### config.mk
export PLATFORM = sky130hd
export DESIGN_NAME = multi_session_update_transfer_fsm
export DESIGN_NICKNAME = d
export VERILOG_FILES = /design/src/design/msutf_pkg.sv /design/src/design/multi_session_update_transfer_fsm.sv
export SDC_FILE = /design/constraint.sdc
export NUM_CORES = 2
export LEC_CHECK = 0
export BUFFER_PORTS_ARGS = -buffer_cell sky130_fd_sc_hd__buf_2
export CORE_UTILIZATION = 40
export CTS_BUF_LIST = sky130_fd_sc_hd__clkbuf_4 sky130_fd_sc_hd__clkbuf_8
export DETAILED_ROUTE_END_ITERATION = 8
export PLACE_DENSITY_LB_ADDON = 0.3
export REMOVE_ABC_BUFFERS = 1
export SYNTH_ARGS = -nofsm -noshare
export SYNTH_HDL_FRONTEND = slang
export SYNTH_SLANG_ARGS = --single-unit
### constraint.sdc
create_clock -name clock -period 45.6 [get_ports clock]
set_input_delay 4.56 -clock clock [delete_from_list [all_inputs] [get_ports clock]]
set_output_delay 4.56 -clock clock [all_outputs]
set_load 0.1 [all_outputs]
### src/design/msutf_pkg.sv
// Package with types, codes and constants of the firmware transfer session controller.
package msutf_pkg;

   // Number of session slots and the result budget of one service pass.
   localparam int SESSION_SLOTS = 5;
   localparam int MAX_RESULTS   = 5;
   localparam int SLOT_IDX_W    = (SESSION_SLOTS > 1) ? $clog2(SESSION_SLOTS) : 1;
   localparam int CNT_W         = $clog2(MAX_RESULTS + 1);

   // Register reset values.
   localparam logic [15:0] START_ACK_TIMEOUT_RST  = 16'd6000;
   localparam logic [15:0] DATA_ACK_TIMEOUT_RST   = 16'd200;
   localparam logic [15:0] FINISH_ACK_TIMEOUT_RST = 16'd1000;
   localparam logic [15:0] VERIFY_DELAY_RST       = 16'd10000;
   localparam logic [3:0]  MAX_RESENDS_RST        = 4'd10;
   localparam logic [8:0]  CHUNK_SIZE_RST         = 9'd256;
   localparam logic [8:0]  CHUNK_MAX              = 9'd256;

   // Register indexes of the configuration port.
   localparam logic [2:0] CSR_START_ACK_TIMEOUT  = 3'd0;
   localparam logic [2:0] CSR_DATA_ACK_TIMEOUT   = 3'd1;
   localparam logic [2:0] CSR_FINISH_ACK_TIMEOUT = 3'd2;
   localparam logic [2:0] CSR_VERIFY_DELAY       = 3'd3;
   localparam logic [2:0] CSR_MAX_RESENDS        = 3'd4;
   localparam logic [2:0] CSR_CHUNK_SIZE         = 3'd5;

   // Item modes.
   localparam logic [1:0] MODE_START    = 2'd0;
   localparam logic [1:0] MODE_RESPONSE = 2'd1;
   localparam logic [1:0] MODE_SERVICE  = 2'd2;

   // Client response sub-commands.
   localparam logic [2:0] SUB_START_ACK   = 3'd0;
   localparam logic [2:0] SUB_START_NACK  = 3'd1;
   localparam logic [2:0] SUB_DATA_ACK    = 3'd2;
   localparam logic [2:0] SUB_FINISH_ACK  = 3'd3;
   localparam logic [2:0] SUB_FINISH_NACK = 3'd4;

   // Result event kinds.
   localparam logic [2:0] EV_ACCEPTED    = 3'd0;
   localparam logic [2:0] EV_REJECTED    = 3'd1;
   localparam logic [2:0] EV_SEND_START  = 3'd2;
   localparam logic [2:0] EV_SEND_DATA   = 3'd3;
   localparam logic [2:0] EV_SEND_FINISH = 3'd4;
   localparam logic [2:0] EV_COMPLETED   = 3'd5;
   localparam logic [2:0] EV_FAILED      = 3'd6;

   // Failure sources.
   localparam logic [1:0] FAIL_NONE    = 2'd0;
   localparam logic [1:0] FAIL_CLIENT  = 2'd1;
   localparam logic [1:0] FAIL_TIMEOUT = 2'd2;

   // Session phases.
   typedef enum logic [3:0] {
      PH_IDLE        = 4'd0,
      PH_STARTING    = 4'd1,
      PH_WAIT_START  = 4'd2,
      PH_SENDING     = 4'd3,
      PH_WAIT_DATA   = 4'd4,
      PH_FINISHING   = 4'd5,
      PH_WAIT_FINISH = 4'd6,
      PH_VERIFY      = 4'd7,
      PH_DONE        = 4'd8,
      PH_FAILED      = 4'd9
   } phase_type;

   // One input item.
   typedef struct packed {
      logic [1:0]  mode;
      logic [7:0]  client_address;
      logic [31:0] image_size;
      logic        image_info_valid;
      logic [7:0]  payload_length;
      logic [2:0]  sub_command;
      logic [7:0]  nack_reason;
      logic [31:0] acked_sequence;
      logic [31:0] now_ms;
   } req_type;

   // One result item.
   typedef struct packed {
      logic [2:0]  event_kind;
      logic [2:0]  slot;
      logic [7:0]  client_address_res;
      logic [31:0] sequence_res;
      logic [31:0] byte_offset;
      logic [8:0]  chunk_length;
      logic [1:0]  fail_source;
      logic [7:0]  fail_code;
      logic        last;
   } rsp_type;

   // One session record as kept in the session memory.
   typedef struct packed {
      phase_type   phase;
      logic [7:0]  client;
      logic [31:0] image_size;
      logic [31:0] bytes_sent;
      logic [31:0] sequence_num;
      logic [8:0]  chunk_length;
      logic [3:0]  resends_left;
      logic [31:0] timer_start;
      logic [1:0]  fail_source;
      logic [7:0]  fail_code;
   } session_type;

endpackage

### src/design/multi_session_update_transfer_fsm.sv
// Top level of the firmware transfer session controller.
//
//   channel   ports                        direction  payload
//   request   req_valid/req_ready/req_data in         msutf_pkg::req_type
//   response  rsp_valid/rsp_ready/rsp_data out        msutf_pkg::rsp_type
//   control   csr_we/csr_index/csr_wdata   in         16-bit register write
//
// Each slot visit goes through the single-port session memory in S_READ and
// then S_EXEC (read, then modify and write back). A service item walks the
// slots until the last slot or the result budget, a start or response item
// stops at its first hit, and an ignored item is dropped without a walk.
// Reset clears one valid bit per slot, so every slot reads as idle at once.
// A result waiting in the output register stalls the slot walk only when a
// further result has to move into it.
module multi_session_update_transfer_fsm (
   input  logic               clock,
   input  logic               reset,
   input  logic               req_valid,
   output logic               req_ready,
   input  msutf_pkg::req_type req_data,
   output logic               rsp_valid,
   input  logic               rsp_ready,
   output msutf_pkg::rsp_type rsp_data,
   input  logic               csr_we,
   input  logic [2:0]         csr_index,
   input  logic [15:0]        csr_wdata
);
   import msutf_pkg::*;

   typedef enum logic [3:0] {
      S_IDLE  = 4'b0001,
      S_READ  = 4'b0010,
      S_EXEC  = 4'b0100,
      S_FLUSH = 4'b1000
   } state_type;

   // Configuration registers.
   logic [15:0] start_to_ff, data_to_ff, finish_to_ff, verify_ff;
   logic [3:0]  max_resends_ff;
   logic [8:0]  chunk_size_ff;

   // Control and payload registers.
   state_type               state_ff, state_in;
   logic [SLOT_IDX_W-1:0]   idx_ff, idx_in;
   logic [CNT_W-1:0]        cnt_ff, cnt_in;
   req_type                 req_ff, req_in;
   logic                    pend_valid_ff, pend_valid_in;
   rsp_type                 pend_ff, pend_in;
   logic                    rsp_valid_ff, rsp_valid_in;
   rsp_type                 rsp_ff, rsp_in;
   logic [SESSION_SLOTS-1:0] valid_ff, valid_in;
   logic                    rd_valid_ff;

   // Session memory.
   session_type mem [SESSION_SLOTS];
   session_type rd_data_ff;
   logic        mem_re, mem_we;
   session_type mem_wdata;

   // Datapath signals.
   session_type rec;
   session_type start_rec, resp_rec, svc_rec;
   logic        start_hit, resp_hit, svc_emit;
   rsp_type     svc_res, start_res;
   logic [31:0] elapsed, rem, sent_new;
   logic [31:0] limit;
   logic [8:0]  chunk_eff, chunk_sel;
   logic [7:0]  reason;
   logic        out_free, last_slot;
   logic [CNT_W-1:0] cnt_next;

   assign req_ready = (state_ff == S_IDLE);
   assign rsp_valid = rsp_valid_ff;
   assign rsp_data  = rsp_ff;
   assign out_free  = !rsp_valid_ff || rsp_ready;
   assign last_slot = (idx_ff == SLOT_IDX_W'(SESSION_SLOTS - 1));
   assign cnt_next  = cnt_ff + CNT_W'(1);

   // Configuration writes.
   always_ff @(posedge clock) begin
      if (reset) begin
         start_to_ff    <= START_ACK_TIMEOUT_RST;
         data_to_ff     <= DATA_ACK_TIMEOUT_RST;
         finish_to_ff   <= FINISH_ACK_TIMEOUT_RST;
         verify_ff      <= VERIFY_DELAY_RST;
         max_resends_ff <= MAX_RESENDS_RST;
         chunk_size_ff  <= CHUNK_SIZE_RST;
      end else if (csr_we) begin
         unique case (csr_index)
            CSR_START_ACK_TIMEOUT:  start_to_ff    <= csr_wdata;
            CSR_DATA_ACK_TIMEOUT:   data_to_ff     <= csr_wdata;
            CSR_FINISH_ACK_TIMEOUT: finish_to_ff   <= csr_wdata;
            CSR_VERIFY_DELAY:       verify_ff      <= csr_wdata;
            CSR_MAX_RESENDS:        max_resends_ff <= csr_wdata[3:0];
            CSR_CHUNK_SIZE:         chunk_size_ff  <= csr_wdata[8:0];
            default: ;
         endcase
      end
   end

   // Session memory with a registered read port.
   always_ff @(posedge clock) begin
      if (mem_we) begin
         mem[idx_ff] <= mem_wdata;
      end
      if (mem_re) begin
         rd_data_ff <= mem[idx_ff];
      end
   end

   // A slot that was never written since reset reads as an idle, zero record.
   assign rec = rd_valid_ff ? rd_data_ff : '0;

   // Start: claim the slot if it is idle and the image metadata is good.
   always_comb begin
      start_hit              = req_ff.image_info_valid && (rec.phase == PH_IDLE);
      start_rec              = '0;
      start_rec.client       = req_ff.client_address;
      start_rec.image_size   = req_ff.image_size;
      start_rec.phase        = PH_STARTING;
      start_res                    = '0;
      start_res.client_address_res = req_ff.client_address;
      start_res.last               = 1'b1;
      if (start_hit) begin
         start_res.event_kind = EV_ACCEPTED;
         start_res.slot       = 3'(idx_ff);
      end else begin
         start_res.event_kind = EV_REJECTED;
      end
   end

   // Response: apply an acknowledgement to the first busy slot of the client.
   always_comb begin
      resp_hit = (rec.phase != PH_IDLE) && (rec.client == req_ff.client_address);
      resp_rec = rec;
      reason   = (req_ff.payload_length > 8'd2) ? req_ff.nack_reason : 8'd0;
      sent_new = rec.bytes_sent + 32'(rec.chunk_length);
      case (req_ff.sub_command)
         SUB_START_ACK: begin
            if (rec.phase == PH_WAIT_START) begin
               resp_rec.resends_left = max_resends_ff;
               resp_rec.phase        = PH_SENDING;
            end
         end
         SUB_START_NACK, SUB_FINISH_NACK: begin
            if ((req_ff.sub_command == SUB_START_NACK && rec.phase == PH_WAIT_START) ||
                (req_ff.sub_command == SUB_FINISH_NACK && rec.phase == PH_WAIT_FINISH)) begin
               resp_rec.fail_source = FAIL_CLIENT;
               resp_rec.fail_code   = reason;
               resp_rec.phase       = PH_FAILED;
            end
         end
         SUB_DATA_ACK: begin
            if (rec.phase == PH_WAIT_DATA && req_ff.acked_sequence == rec.sequence_num) begin
               resp_rec.bytes_sent   = sent_new;
               resp_rec.sequence_num = rec.sequence_num + 32'd1;
               resp_rec.resends_left = max_resends_ff;
               resp_rec.phase = (sent_new >= rec.image_size) ? PH_FINISHING : PH_SENDING;
            end
         end
         SUB_FINISH_ACK: begin
            if (rec.phase == PH_WAIT_FINISH) begin
               resp_rec.phase       = PH_VERIFY;
               resp_rec.timer_start = req_ff.now_ms;
            end
         end
         default: ;
      endcase
   end

   // Service: advance one slot and form its result, if it has one.
   always_comb begin
      elapsed   = req_ff.now_ms - rec.timer_start;
      rem       = rec.image_size - rec.bytes_sent;
      if (chunk_size_ff == 9'd0) begin
         chunk_eff = 9'd1;
      end else if (chunk_size_ff > CHUNK_MAX) begin
         chunk_eff = CHUNK_MAX;
      end else begin
         chunk_eff = chunk_size_ff;
      end
      chunk_sel = (rem < 32'(chunk_eff)) ? rem[8:0] : chunk_eff;
      case (rec.phase)
         PH_WAIT_START: limit = 32'(start_to_ff);
         PH_WAIT_DATA:  limit = 32'(data_to_ff);
         PH_WAIT_FINISH: limit = 32'(finish_to_ff);
         default:       limit = 32'(verify_ff);
      endcase
      svc_rec  = rec;
      svc_emit = 1'b0;
      svc_res                    = '0;
      svc_res.slot               = 3'(idx_ff);
      svc_res.client_address_res = rec.client;
      case (rec.phase)
         PH_DONE: begin
            svc_emit           = 1'b1;
            svc_res.event_kind = EV_COMPLETED;
            svc_rec            = '0;
         end
         PH_FAILED: begin
            svc_emit            = 1'b1;
            svc_res.event_kind  = EV_FAILED;
            svc_res.fail_source = rec.fail_source;
            svc_res.fail_code   = rec.fail_code;
            svc_rec             = '0;
         end
         PH_STARTING: begin
            svc_emit            = 1'b1;
            svc_res.event_kind  = EV_SEND_START;
            svc_rec.timer_start = req_ff.now_ms;
            svc_rec.phase       = PH_WAIT_START;
         end
         PH_SENDING: begin
            svc_emit             = 1'b1;
            svc_res.event_kind   = EV_SEND_DATA;
            svc_res.sequence_res = rec.sequence_num;
            svc_res.byte_offset  = rec.bytes_sent;
            svc_res.chunk_length = chunk_sel;
            svc_rec.chunk_length = chunk_sel;
            svc_rec.timer_start  = req_ff.now_ms;
            svc_rec.phase        = PH_WAIT_DATA;
         end
         PH_FINISHING: begin
            svc_emit            = 1'b1;
            svc_res.event_kind  = EV_SEND_FINISH;
            svc_rec.timer_start = req_ff.now_ms;
            svc_rec.phase       = PH_WAIT_FINISH;
         end
         PH_WAIT_START, PH_WAIT_DATA, PH_WAIT_FINISH: begin
            if (elapsed > limit) begin
               if (rec.phase == PH_WAIT_DATA && rec.resends_left != 4'd0) begin
                  svc_rec.resends_left = rec.resends_left - 4'd1;
                  svc_rec.phase        = PH_SENDING;
               end else begin
                  svc_rec.fail_source = FAIL_TIMEOUT;
                  svc_rec.fail_code   = 8'd0;
                  svc_rec.phase       = PH_FAILED;
               end
            end
         end
         PH_VERIFY: begin
            if (elapsed > limit) begin
               svc_rec.phase = PH_DONE;
            end
         end
         default: ;
      endcase
   end

   // Sequencer: walks the slots for the item held in req_ff.
   always_comb begin
      state_in      = state_ff;
      idx_in        = idx_ff;
      cnt_in        = cnt_ff;
      req_in        = req_ff;
      pend_valid_in = pend_valid_ff;
      pend_in       = pend_ff;
      rsp_valid_in  = rsp_valid_ff && !rsp_ready;
      rsp_in        = rsp_ff;
      valid_in      = valid_ff;
      mem_re        = 1'b0;
      mem_we        = 1'b0;
      mem_wdata     = rec;
      unique case (state_ff)
         S_IDLE: begin
            if (req_valid) begin
               req_in = req_data;
               idx_in = '0;
               cnt_in = '0;
               if (req_data.mode == MODE_START || req_data.mode == MODE_SERVICE ||
                   (req_data.mode == MODE_RESPONSE && req_data.payload_length >= 8'd2)) begin
                  state_in = S_READ;
               end
            end
         end
         S_READ: begin
            mem_re   = 1'b1;
            state_in = S_EXEC;
         end
         S_EXEC: begin
            case (req_ff.mode)
               MODE_START: begin
                  if (start_hit || last_slot) begin
                     if (out_free) begin
                        rsp_valid_in = 1'b1;
                        rsp_in       = start_res;
                        state_in     = S_IDLE;
                        if (start_hit) begin
                           mem_we           = 1'b1;
                           mem_wdata        = start_rec;
                           valid_in[idx_ff] = 1'b1;
                        end
                     end
                  end else begin
                     idx_in   = idx_ff + SLOT_IDX_W'(1);
                     state_in = S_READ;
                  end
               end
               MODE_RESPONSE: begin
                  if (resp_hit) begin
                     mem_we           = 1'b1;
                     mem_wdata        = resp_rec;
                     valid_in[idx_ff] = 1'b1;
                     state_in         = S_IDLE;
                  end else if (last_slot) begin
                     state_in = S_IDLE;
                  end else begin
                     idx_in   = idx_ff + SLOT_IDX_W'(1);
                     state_in = S_READ;
                  end
               end
               default: begin
                  // Service walk; a new result pushes the held one out first.
                  if (!(svc_emit && pend_valid_ff && !out_free)) begin
                     mem_we           = 1'b1;
                     mem_wdata        = svc_rec;
                     valid_in[idx_ff] = 1'b1;
                     if (svc_emit) begin
                        if (pend_valid_ff) begin
                           rsp_valid_in = 1'b1;
                           rsp_in       = pend_ff;
                        end
                        pend_valid_in = 1'b1;
                        pend_in       = svc_res;
                        cnt_in        = cnt_next;
                     end
                     if (last_slot || (svc_emit && cnt_next == CNT_W'(MAX_RESULTS))) begin
                        state_in = S_FLUSH;
                     end else begin
                        idx_in   = idx_ff + SLOT_IDX_W'(1);
                        state_in = S_READ;
                     end
                  end
               end
            endcase
         end
         S_FLUSH: begin
            if (!pend_valid_ff) begin
               state_in = S_IDLE;
            end else if (out_free) begin
               rsp_valid_in  = 1'b1;
               rsp_in        = pend_ff;
               rsp_in.last   = 1'b1;
               pend_valid_in = 1'b0;
               state_in      = S_IDLE;
            end
         end
         default: state_in = S_IDLE;
      endcase
   end

   // Control registers.
   always_ff @(posedge clock) begin
      if (reset) begin
         state_ff      <= S_IDLE;
         idx_ff        <= '0;
         cnt_ff        <= '0;
         pend_valid_ff <= 1'b0;
         rsp_valid_ff  <= 1'b0;
         valid_ff      <= '0;
         rd_valid_ff   <= 1'b0;
      end else begin
         state_ff      <= state_in;
         idx_ff        <= idx_in;
         cnt_ff        <= cnt_in;
         pend_valid_ff <= pend_valid_in;
         rsp_valid_ff  <= rsp_valid_in;
         valid_ff      <= valid_in;
         if (mem_re) begin
            rd_valid_ff <= valid_ff[idx_ff];
         end
      end
   end

   // Payload registers.
   always_ff @(posedge clock) begin
      req_ff  <= req_in;
      pend_ff <= pend_in;
      rsp_ff  <= rsp_in;
   end

endmodule

# == Word level (Yosys, flattened, before mapping) ==
# Memories as Yosys holds them, arrays and structs flattened. A register that Yosys moved wholly into a read port is not among the register bits.
# Index checks and enable logic that the tools add are counted.
# totals
n_memories,1
elab_cells,272
in_bits,150
reg_bits,416
mem_bits_rw,815
output_inout_bits,100
# memory_table
name,words,word_bits,read_ports,rd_ports_with_merged_regs,wr,line_no,text
mem,5,163,1,1,1,multi_session_update_transfer_fsm.sv:55,session_type mem [SESSION_SLOTS];
# op_classes
mux,111
reduce_logical,51
n_lt_le_gt_ge,8
eq_ne,52
bitwise,3
n_addsub,7
# op_table
op,count
163-bit 2-to-1 mux,7
98-bit 2-to-1 mux,7
98-bit case mux with 2 select lines,2
163-bit case mux with 2 select lines,1
64-bit 2-to-1 mux,2
104-bit 2-to-1 mux,1
4-bit 2-to-1 mux,18
32-bit 2-to-1 mux,2
32-bit case mux with 2 select lines,1
32-bit subtractor,2
16-bit case mux with 3 select lines,1
10-bit 2-to-1 mux,4
3-bit 2-to-1 mux,11
32-bit by 1-bit adder with 32-bit output (second input constant),1
32-bit by 9-bit adder with 32-bit output,1
32-bit == test,1
32-bit >= comparator,1
32-bit > comparator,1
32-bit by 9-bit less-than comparator with 1-bit output,1
4-bit case mux with 4 select lines,2
9-bit 2-to-1 mux,3
5-bit 2-to-1 mux,5
1-bit 2-to-1 mux,24
3-bit != test (second input constant),8
other kinds (54),125

# == Depth between registers and ports, before layout ==
# logic_depth
word_depth,11
mapped_depth,38

# == Worst setup path before layout ==
# Ideal clock, no wire load.
# synth_path
kind,input to register
from,in rsp_ready
to,"mem mem[4][0] in the netlist's numbering, enable pin"
required_ns,44.453
n_path_buf,1
path_slack_ns,22.298
path_stages,7
arrival_time_ns,22.155
setup_time_ns,1.147
path_cell_list,nor2b_1 and2_1 clkbuf_1 and2_1 a21oi_1 nand2_1 nor4b_1
# synth_via
elab_chain_len,8
# synth_lines
item,line_no,text
"start, declared",multi_session_update_transfer_fsm.sv:22,"input logic rsp_ready,"
1-bit logical OR *,multi_session_update_transfer_fsm.sv:75,assign out_free = !rsp_valid_ff || rsp_ready;
1-bit zero test,multi_session_update_transfer_fsm.sv:314,if (!(svc_emit && pend_valid_ff && !out_free)) begin
1-bit logical AND,multi_session_update_transfer_fsm.sv:314,
1-bit 2-to-1 mux,multi_session_update_transfer_fsm.sv:314,
1-bit case mux with 2 select lines *,multi_session_update_transfer_fsm.sv:281,case (req_ff.mode)
1-bit 2-to-1 mux *,multi_session_update_transfer_fsm.sv:264,unique case (state_ff)
1-bit 2-to-1 mux *,multi_session_update_transfer_fsm.sv:103,if (mem_we) begin
1-bit 2-to-1 mux (not written as such) *,multi_session_update_transfer_fsm.sv:104,mem[idx_ff] <= mem_wdata;
"end, declared",multi_session_update_transfer_fsm.sv:55,
# Every way passes the cells marked *; elsewhere a longest branch is shown, timed or not.

# == Final worst setup path ==
# layout_path
from,in rsp_ready
to,"mem mem[1][103] in the netlist's numbering, enable pin"
# The elaborated chain is that of the path after synthesis.

==> flow_metrics.tcl <==
set metrics [dict create \
    crit_path_frequent_cell "buf_4" \
    cts.repair.resized 0 \
    routed.top_layer "met5" \
    p_leak_nw 23.7 \
    cp.depth 11 \
    clkLatencyLatePin_ps 980 \
    cts_tree "built" \
    die_area_um2 156000 \
    synthArstFlopShare_pct 0 \
    area_growth_pct 13.1 \
    worstPathRequired_ps 46130 \
    crit_end "mem[1][103]" \
    crit_start "rsp_ready" \
    dr.first_iter.drc_count 3794 \
    synth_cells 4831 \
    drt-pass1-iter-count 6 \
    grt_first_pass_wirelength_mm 254 \
    reg2regPathDepth 22 \
    cap_viol_max_count 0 \
    hp-class "reg2reg" \
    wl_met1_mm 73.5 \
    avgSynthCellArea_um2 12.8 \
    pwr-share-clk_pct 35.2 \
    crit_fanout 60 \
    cp.arrival_ps 8720 \
    syn_area_um2 61600 \
    r2r_slack_ps 37930 \
    ys_warn_count 0 \
    grt_use_total_pct 21.7 \
    place.gp.congestion 0.913 \
    final_layout_size_suffix_gt1_share_pct 14.8 \
    max_freq_ghz 0.122 \
    post-route-min-period_ps 8190 \
    dr_wl_met3_mm 12.8 \
    finish.utilization_pct 45.7 \
    drc 0 \
    synth-edff-count 1299 \
    crit_path_start_kind "input port" \
    internal_power_mw 2.28 \
    regArea_um2 40900 \
    synth_flop_cell "edfxtp_1" \
    numClockSinks 1394 \
    clk_path_buf_depth 3 \
    cts_buffers 226 \
    core_um2 152000 \
    fillCellCount 13733 \
    wl_met2_mm 81.8 \
    grt_max_degree 129 \
    postCtsSetupBuffers 0 \
    r2r-start "rd_valid_ff" \
    fin_crit_sh_pct 18.0 \
    slowest_stage "buf_4" \
    initial_core_util_pct 40.4 \
    final_antenna_net_count 0 \
    fin_hold_ws_ps 454 \
    antenna_found_initial 16 \
    p_sw_share_pct 29.0 \
    reg2reg_to "mem[4][161]" \
    p_comb_share_pct 17.4 \
    fin_skew_ps 71.3 \
    vias 41462 \
    grt_pass1_vias 39721 \
    routed_via_density 5.66 \
    critical_path_class "in2reg" \
    worstPathCellList "buf_2 -> nand2b_1 -> nand3_1 -> nor2_1 -> nor2_1 -> nand2_1 -> nand2_1 -> nor3_2 -> buf_4 -> buf_4 -> buf_4" \
    wl_per_cell_um 23.7 \
    yosysSeqAreaShare_pct 66.4 \
    dp_hpwl_mm 106 \
    fp.dieH_um 395 \
    multiInputGateArea_um2 19400 \
    hold_depth 2 \
    finalHoldViolations 0 \
    seq_power_share_pct 47.4 \
    chipWidth_um 395 \
    ys_seq_elements 1394 \
    slew_viol_final 0 \
    portBuffers 249 \
    rows 143 \
    totalWireLength_mm 173 \
    power_density_nw_per_um2 46.0 \
    cts.root.buffer_cell "clkbuf_8" \
    p_sw_mw 0.931 \
    htree_num_levels 4 \
    hold_buffers 0 \
    vdd_drop_max_uv 32.3 \
    p_total_mw 3.21 \
    overflow 0 \
    final_nets 5373 \
    worstMarginPinSlew_ps 1150 \
    setup_viol 0 \
    crit_family "buffers and inverters" \
    status "completed" \
    worst-path-buf-inv 4 \
    ys_types 107 \
    clk_pin_slew_ps 60 \
    max_stage_delay_ps 910 \
    slew_headroom_pct 23.2 \
    num_io_pins 250 \
    cp-end-kind "flip-flop" \
    setup_tns_ps 0 \
    rsz0062_at_grt "false" \
]
sequential cells by signal, summed over array words and instances (netlist names), 16 cells and up:
| register | cells |
|---|---|
| mem | 815 |
| rsp_data | 98 |
| rd_data_ff | 163 |
| start_to_ff | 16 |
| finish_to_ff | 16 |
| req_ff | 126 |
| verify_ff | 16 |
| data_to_ff | 16 |
| pend_ff | 97 |
final cells by class:
cell class,instances,area share [%]
antenna,5,0.0179
clock buffer,315,5.48
clock inverter,105,1.32
inverter,80,0.434
multi-input combinational,3084,27.9
sequential,1394,58.7
tap,2030,3.64
timing repair buffer,310,2.53
worst reg2reg max path: stages, from the launching register on:
cell       delay, ps
dfxtp_4          610
buf_4            710
buf_4            650
a31oi_1          190
o21bai_1         310
o2111ai_1        250
a211oi_1         690
and4_1           640
nand3_1          280
xnor2_1          180
and2_1           170
ha_1             310
a21o_1           160
a21o_1           170
a21oi_1          130
nor2b_1           60
o21ai_0          150
a21oi_1           90
nor4_1           710
nor4_1           110
or3_1            490
a31oi_1          210
nand2_1          130
placed cells by master, fill, tap and decap left out, drive strengths merged, types with 28 or more instances in the layout:
| cell type | count |
|---|---|
| a21o | 63 |
| a21oi | 348 |
| a22o | 60 |
| a22oi | 181 |
| a32o | 41 |
| and2 | 159 |
| buf | 310 |
| clkbuf | 315 |
| clkinv | 81 |
| dfxtp | 95 |
| edfxtp | 1299 |
| ha | 125 |
| inv | 90 |
| mux2i | 184 |
| nand2 | 464 |
| nand2b | 34 |
| nand3 | 94 |
| nand4 | 51 |
| nor2 | 411 |
| nor2b | 28 |
| nor3 | 57 |
| o21a | 29 |
| o21ai | 307 |
| o22ai | 28 |
| xnor2 | 49 |
| xor2 | 38 |
power by group through the flow:
stage	Sequential, mW	Combinational (mW)	Clock [mW]
5_1_grt	1.53	0.607	1.21
3_3_place_gp	1.55	0.547	0
4_1_cts	1.52	0.554	1.15
6_report	1.52	0.557	1.13
2_1_floorplan	1.54	0.374	0
3_5_place_dp	1.55	0.551	0
through the flow:
stage | cell area [µm²] | cells | setup WS, ps
2_1_floorplan | 60500 | 4558 | 19260
3_3_place_gp | 65000 | 6898 | 36540
3_5_place_dp | 65000 | 6898 | 36510
4_1_cts | 69700 | 7318 | 37520
5_1_grt | 69700 | 7323 | 37230
6_report | 69700 | 7323 | 37410
Yosys cell counts (60+ instances only):
| library cell | number | area share (%) |
|---|---|---|
| and2_1 | 159 | 1.6 |
| nor2_1 | 410 | 2.5 |
| mux2i_1 | 184 | 3.0 |
| a22oi_1 | 181 | 2.2 |
| a21oi_1 | 346 | 2.8 |
| dfxtp_1 | 95 | 3.1 |
| nand3_1 | 93 | 0.76 |
| o21ai_0 | 285 | 2.3 |
| a22o_1 | 60 | 0.85 |
| inv_1 | 79 | 0.48 |
| a21o_1 | 63 | 0.77 |
| edfxtp_1 | 1299 | 63 |
| nand2_1 | 460 | 2.8 |
| clkbuf_1 | 218 | 1.3 |
| ha_1 | 125 | 2.5 |
cells by family (layout without fill, tap and decap cells):
group           after synthesis  count (layout)  share of synthesized area, %
compound gates             1236            1236                          13.0
xor+xnor                     87              87                          1.24
fa+ha+maj                   133             133                          2.70
buf+inv                     353             810                          2.33
flops                      1394            1394                          66.4
mux                         201             201                          3.32
other cells                   0               5                             0
simple gates               1427            1427                          11.1
worst min path at each step:
stage | startpoint | end
CTS | finish_to_ff[0] | finish_to_ff[0]
detailed placement | finish_to_ff[0] | finish_to_ff[0]
finish | finish_to_ff[10] | finish_to_ff[10]
global route | finish_to_ff[14] | finish_to_ff[14]
floorplan | chunk_size_ff[0] | chunk_size_ff[0]
global placement | finish_to_ff[10] | finish_to_ff[10]
layer usage:
layer,vias up,global-route usage (%)
met4,8,7.49
met5,-,0
met3,346,3.87
li1,18862,-
met2,1700,35.2
met1,20546,29.3
Note: power is estimated with default switching activity, not from simulation.
